## config.mk

```make
export PLATFORM = sky130hd
export DESIGN_NAME = sorted_buffer_parity_pop_top
export DESIGN_NICKNAME = d
export VERILOG_FILES = /design/src/sv/sbpp_pkg.sv /design/src/sv/sbpp_cell.sv /design/src/sv/sorted_buffer_parity_pop_top.sv
export SDC_FILE = /design/constraint.sdc
export NUM_CORES = 2
export LEC_CHECK = 0
export BUFFER_PORTS_ARGS = -buffer_cell sky130_fd_sc_hd__buf_2
export CORE_ASPECT_RATIO = 1.25
export CORE_MARGIN = 5
export CORE_UTILIZATION = 55
export DETAILED_ROUTE_END_ITERATION = 8
export PLACE_DENSITY_LB_ADDON = 0.08
export SLEW_MARGIN = 20
export SYNTH_ARGS = -nofsm -noshare
export SYNTH_HDL_FRONTEND = slang
export SYNTH_SLANG_ARGS = --single-unit
```

## constraint.sdc

```tcl
create_clock -name i_clk -period 7.6 [get_ports i_clk]
set_input_delay 1.14 -clock i_clk [delete_from_list [all_inputs] [get_ports i_clk]]
set_output_delay 1.14 -clock i_clk [all_outputs]
set_load 0.01 [all_outputs]
```

## src/sv/sbpp_pkg.sv

```systemverilog
// Shared types and constants for the sorted buffer with parity-selective pop.
`timescale 1ns / 1ps

package sbpp_pkg;

    localparam int CAPACITY_DEF   = 64;
    localparam int VALUE_BITS_DEF = 8;
    localparam int STATUS_BITS    = 3;

    typedef enum logic [STATUS_BITS-1:0] {
        ST_INSERTED = 3'd0,
        ST_REMOVED  = 3'd1,
        ST_FULL     = 3'd2,
        ST_EMPTY    = 3'd3,
        ST_MISMATCH = 3'd4
    } t_status;

    localparam logic OP_INSERT = 1'b0;
    localparam logic OP_REMOVE = 1'b1;

    typedef struct packed {
        logic insert;
        logic remove;
    } t_cell_ctrl;

endpackage

```

## src/sv/sbpp_cell.sv

```systemverilog
// One storage cell of the sorted shift chain.
`timescale 1ns / 1ps

module sbpp_cell #(
    parameter int VALUE_BITS = sbpp_pkg::VALUE_BITS_DEF
) (
    input  logic                  i_clk,
    input  sbpp_pkg::t_cell_ctrl  i_ctrl,
    input  logic [VALUE_BITS-1:0] i_value,
    input  logic                  i_occupied,
    input  logic                  i_prev_keep,
    input  logic [VALUE_BITS-1:0] i_prev_data,
    input  logic [VALUE_BITS-1:0] i_next_data,
    output logic                  o_keep,
    output logic [VALUE_BITS-1:0] o_data
);
    import sbpp_pkg::*;

    logic [VALUE_BITS-1:0] r_data;
    logic [VALUE_BITS-1:0] n_data;

    assign o_keep = i_occupied && (r_data < i_value);
    assign o_data = r_data;

    always_comb begin
        n_data = r_data;
        if (i_ctrl.insert && !o_keep) begin
            n_data = i_prev_keep ? i_value : i_prev_data;
        end else if (i_ctrl.remove) begin
            n_data = i_next_data;
        end
    end

    always_ff @(posedge i_clk) begin
        r_data <= n_data;
    end

endmodule

```

## src/sv/sorted_buffer_parity_pop_top.sv

```systemverilog
// Top level of the sorted buffer with parity-selective pop.
`timescale 1ns / 1ps

// The buffer holds up to CAPACITY values in ascending order in a chain of cells, one value
// per cell. It takes one insert or remove transfer per cycle while its output register is
// free or read, and delivers the result in the next cycle from that register; input ready
// follows output ready, so while a result waits unread no new item is taken. Each cell
// compares its value with the incoming one, shifts toward the tail on an insert or toward
// the head on a remove, all in the same cycle; one compare per cell and the head parity
// check bound that rate. Entries past the count are never read, need no clearing after reset.
module sorted_buffer_parity_pop_top #(
    parameter int CAPACITY   = sbpp_pkg::CAPACITY_DEF,
    parameter int VALUE_BITS = sbpp_pkg::VALUE_BITS_DEF,
    localparam int CW        = $clog2(CAPACITY + 1)
) (
    input  logic                  i_clk,
    input  logic                  i_rst_n,
    input  logic                  i_valid,
    output logic                  o_ready,
    input  logic                  i_operation,
    input  logic [VALUE_BITS-1:0] i_value,
    input  logic                  i_want_odd,
    output logic                  o_valid,
    input  logic                  i_ready,
    output sbpp_pkg::t_status     o_status,
    output logic [VALUE_BITS-1:0] o_removed_value,
    output logic [CW-1:0]         o_occupancy
);
    import sbpp_pkg::*;

    logic                  w_accept;
    logic                  w_full;
    logic                  w_empty;
    logic                  w_match;
    t_cell_ctrl            w_ctrl;
    logic [VALUE_BITS-1:0] w_data [CAPACITY];
    logic                  w_keep [CAPACITY];

    logic [CW-1:0]         r_count;
    logic [CW-1:0]         n_count;
    logic                  r_out_valid;
    t_status               r_status;
    t_status               n_status;
    logic [VALUE_BITS-1:0] r_removed;
    logic [VALUE_BITS-1:0] n_removed;

    assign o_ready  = !r_out_valid || i_ready;
    assign w_accept = i_valid && o_ready;
    assign w_full   = (r_count == CW'(CAPACITY));
    assign w_empty  = (r_count == '0);
    assign w_match  = (w_data[0][0] == i_want_odd);

    assign w_ctrl.insert = w_accept && (i_operation == OP_INSERT) && !w_full;
    assign w_ctrl.remove = w_accept && (i_operation == OP_REMOVE) && !w_empty && w_match;

    genvar gi;
    generate
        for (gi = 0; gi < CAPACITY; gi++) begin : g_cell
            logic                  w_prev_keep;
            logic [VALUE_BITS-1:0] w_prev_data;
            logic [VALUE_BITS-1:0] w_next_data;

            if (gi == 0) begin : g_head
                assign w_prev_keep = 1'b1;
                assign w_prev_data = i_value;
            end else begin : g_body
                assign w_prev_keep = w_keep[gi-1];
                assign w_prev_data = w_data[gi-1];
            end

            if (gi == CAPACITY - 1) begin : g_tail
                assign w_next_data = w_data[gi];
            end else begin : g_inner
                assign w_next_data = w_data[gi+1];
            end

            sbpp_cell #(
                .VALUE_BITS (VALUE_BITS)
            ) u_cell (
                .i_clk       (i_clk),
                .i_ctrl      (w_ctrl),
                .i_value     (i_value),
                .i_occupied  (CW'(gi) < r_count),
                .i_prev_keep (w_prev_keep),
                .i_prev_data (w_prev_data),
                .i_next_data (w_next_data),
                .o_keep      (w_keep[gi]),
                .o_data      (w_data[gi])
            );
        end
    endgenerate

    always_comb begin
        n_count   = r_count;
        n_removed = '0;
        if (i_operation == OP_INSERT) begin
            n_status = w_full ? ST_FULL : ST_INSERTED;
        end else if (w_empty) begin
            n_status = ST_EMPTY;
        end else if (!w_match) begin
            n_status = ST_MISMATCH;
        end else begin
            n_status  = ST_REMOVED;
            n_removed = w_data[0];
        end
        if (w_ctrl.insert) begin
            n_count = r_count + CW'(1);
        end else if (w_ctrl.remove) begin
            n_count = r_count - CW'(1);
        end
    end

    always_ff @(posedge i_clk) begin
        if (!i_rst_n) begin
            r_count     <= '0;
            r_out_valid <= 1'b0;
        end else begin
            if (w_accept) begin
                r_count     <= n_count;
                r_out_valid <= 1'b1;
            end else if (i_ready) begin
                r_out_valid <= 1'b0;
            end
        end
    end

    always_ff @(posedge i_clk) begin
        if (w_accept) begin
            r_status  <= n_status;
            r_removed <= n_removed;
        end
    end

    assign o_valid         = r_out_valid;
    assign o_status        = r_status;
    assign o_removed_value = r_removed;
    assign o_occupancy     = r_count;

endmodule

```

==> impl_results.md <==
* Mapped Avg Cell Area at just over 10 sq um
* Flip-flop and latch area at 15900 sq um
* Status: finished clean
* Area occupied by multi-input gates at 21400 sq um
* Layout cells sized above 1 at 0.0897
* Relative max-transition margin at 0.254
* Hold WC Path Type: reg2reg
* Syn Nets at 4178
* Min-delay src: o_valid
* Htree depth at 2
* Final Hold Viols at 0
* Yosys cell types at 85
* Min Tclk post-route at between 4 and 5 ns
* Worst-case reg-to-reg path depth at 6
* Clk Latency, worst-skew pair at between 0.6 and 0.7 ns
* CP cell instances: buf_2, buf_4, inv_4, buf_4, ha_1, nand4_1, o311ai_2, nand2_1, nand2_1
* Post-Syn Area at ~38000 sq um
* Die area at 74900 sq um
* Cts repair resizes at 0
* Crit Path Category: in2reg
* DR DRC count at 0
* Stages on worst setup path at 9
* Area growth syn-to-layout at 7.05%
* Final slew viol count at 0
* Worst Path Buf+Inv at 4
* Antenna Violating Nets Remaining at 0
* Top sig layer: met5
* Ratio of total power to cell area at about 210 nW/um^2
* CTS root buf: clkbuf_16
* IO Pins at 34
* Post-synthesis cell count at 3713
* Commonest non-fill, non-tap cell in the layout: edfxtp_1
* Leak at between 15 and 20 nW
* Predominant post-synthesis flop cell: edfxtp_1
* Sequential-to-total area share from yosys stat at 0.415
* Clock tree from TritonCTS: yes
* Starting Density at 0.552
* Vias at ~30k
* First-pass GRT wire length at 181000 um
* Die X at between 200 and 250 um
* Longest Clk Path Bufs at 3
* Most frequent cells in the layout: edfxtp_1, a21oi_1, nor2_1
* Final Cycle Share at 0.611
* CP max stage delay at between 0.9 and 1 ns
* Clock Skew at roughly 0.017 ns
* Measured slew at the worst slew-check pin at about 1.1 ns
* CTS sink cnt at ~530
* Layout net count at 4123
* CP delay by family, top: buffers and inverters
* Max cap viols at 0
* Slowest CP cell: o311ai_2
* Met3 Wirelength at 7450 um
* R2r startpoint: o_occupancy[5]
* Required time of the critical path at roughly 7.9 ns
* CP max FO at 37
* Flop2flop setup slack at 3.81 ns
* Worst-path clk slew at roughly 0.060 ns
* Gr ovfl total at 0
* WL met2 at 59200 um
* Hold depth at 2
* Row count at ~110
* Met1 Wirelength at 46300 um
* GRT Total Usage at 0.308
* CP arrival at a little under 5 ns
* DRT Wirelength at ~120000 um
* RSZ-0062 raised after global routing: false
* Wirelength per Cell at between 20 and 30 um
* Die Height at approximately 300 um
* CP Launch Type: primary input
* Async SR Flop Fraction at 0
* Yosys Warn Count at 0
* Layout fillers at just under 6k
* EDFF count, synth at 523
* 1st-iter DRT viols at about 2.8k
* Largest net degree at the start of global routing at 53
* Setup TNS at 0 ns
* Synth Register Bits at about 530
* Setup Buffers After CTS at 0
* Max Clock Freq at 0.215 GHz
* Final setup fails at 0
* Final Core Density at 0.591
* Vias in the first global route at 31.3k
* Reg2reg end: g_cell[52].u_cell.o_data[2]
* Worst VDD drop at between 0.2 and 0.25 mV
* TritonCTS Buffers at 58
* DR pass1 iterations at 6
* CP endpoint kind: flip-flop
* Initial antenna violation count at 3
* Hold_buf cts at 0
* Core Area at 69200 sq um
* Routability cong. at 0.889
* Drt via density at approximately 6.5
* Hpwl dp at 81800 um
* Hold Crit Endpoint: o_valid
* Count of input and output buffers at 33
## registers in the layout, summed over array words and instances (netlist names)
register,count
g_cell.u_cell.o_data,512
o_status,3
o_removed_value,8
o_occupancy,7
o_valid,1
## cell families (layout without fill, tap and decap cells)
logic type / after synthesis / count (layout) / share of synthesized area
buf+inv: 218 / 208 / 0.0276
fa+ha+maj: 451 / 451 / 0.148
xor+xnor: 6 / 6 / 0.00138
simple gates: 1037 / 1037 / 0.127
compound gates: 1016 / 1016 / 0.161
mux: 454 / 454 / 0.121
other cells: 0 / 1 / 0
flops: 531 / 531 / 0.415
## how the worst max path moves through the flow
stage	startpoint	to	slack, ns
6_report	i_value[4]	g_cell[49].u_cell.o_data[0]	2.95
3_3_place_gp	i_value[2]	g_cell[14].u_cell.o_data[6]	2.49
5_1_grt	i_value[4]	g_cell[49].u_cell.o_data[2]	2.71
4_1_cts	i_value[4]	g_cell[49].u_cell.o_data[2]	3.09
3_5_place_dp	i_value[4]	g_cell[49].u_cell.o_data[2]	2.43
2_1_floorplan	i_value[2]	g_cell[62].u_cell.o_data[5]	2.01
## where the power goes
group	internal, mW	total [mW]	switching, mW
logic	0.711	1.94	1.23
registers	3.65	3.95	0.306
clock network	1.58	2.79	1.21
## per-stage QoR
stage               power (mW)  setup slack [ns]  area (sq um)  instances  hold WS (ns)
floorplan                 5.25              2.01         38200       3713         0.535
finish                    8.68              2.95         40900       4639         0.534
detailed placement        5.91              2.43         39100       4533         0.529
CTS                       8.68              3.09         40900       4638         0.541
global route              9.05              2.71         40900       4638         0.586
global placement          5.81              2.49         39100       4532         0.516
## synth_stat cells, drive strengths merged (11+ instances only)
library cell / n / area [sq um]
buf: 117 / 674
nor2b: 21 / 131
a2111oi: 19 / 199
and2: 23 / 144
inv: 15 / 56.3
o21a: 15 / 113
nor3: 32 / 243
nand2b: 63 / 399
a211o: 23 / 201
nor3b: 25 / 188
nand2: 270 / 1020
edfxtp: 523 / 15700
and4: 11 / 96.3
a21oi: 470 / 2420
clkbuf: 86 / 324
nand3: 30 / 170
o21ai: 302 / 1530
nor2: 470 / 1810
a221oi: 12 / 123
o31ai: 24 / 254
a21o: 34 / 255
mux2: 57 / 649
a211oi: 45 / 343
and3: 16 / 105
ha: 451 / 5640
a31oi: 28 / 265
mux2i: 397 / 3970
nand4: 55 / 344
## worst register-to-register path: stages, from the launching register on
cell     delay (ns)
dfxtp_1        0.31
buf_4          0.24
nor3_2         0.82
a31o_1         0.43
or3_4          0.56
buf_4          0.49
o21ai_0        0.52
## per-layer routing
metal,up-vias,GRT usage
li1,13936,-
met1,14684,0.375
met2,1285,0.539
met3,448,0.0415
met4,4,0.146
met5,-,0
## layout make-up
type | instances | area share
multi-input cells | 2964 | 0.522
flip-flops and latches | 531 | 0.388
clock buffers | 83 | 0.0408
well taps | 935 | 0.0286
repair buffers | 88 | 0.0153
clock inverters | 22 | 0.00376
inverters | 15 | 0.00180
diodes | 1 | 0.0000612
No activity file was read; power rests on OpenSTA's default activity.
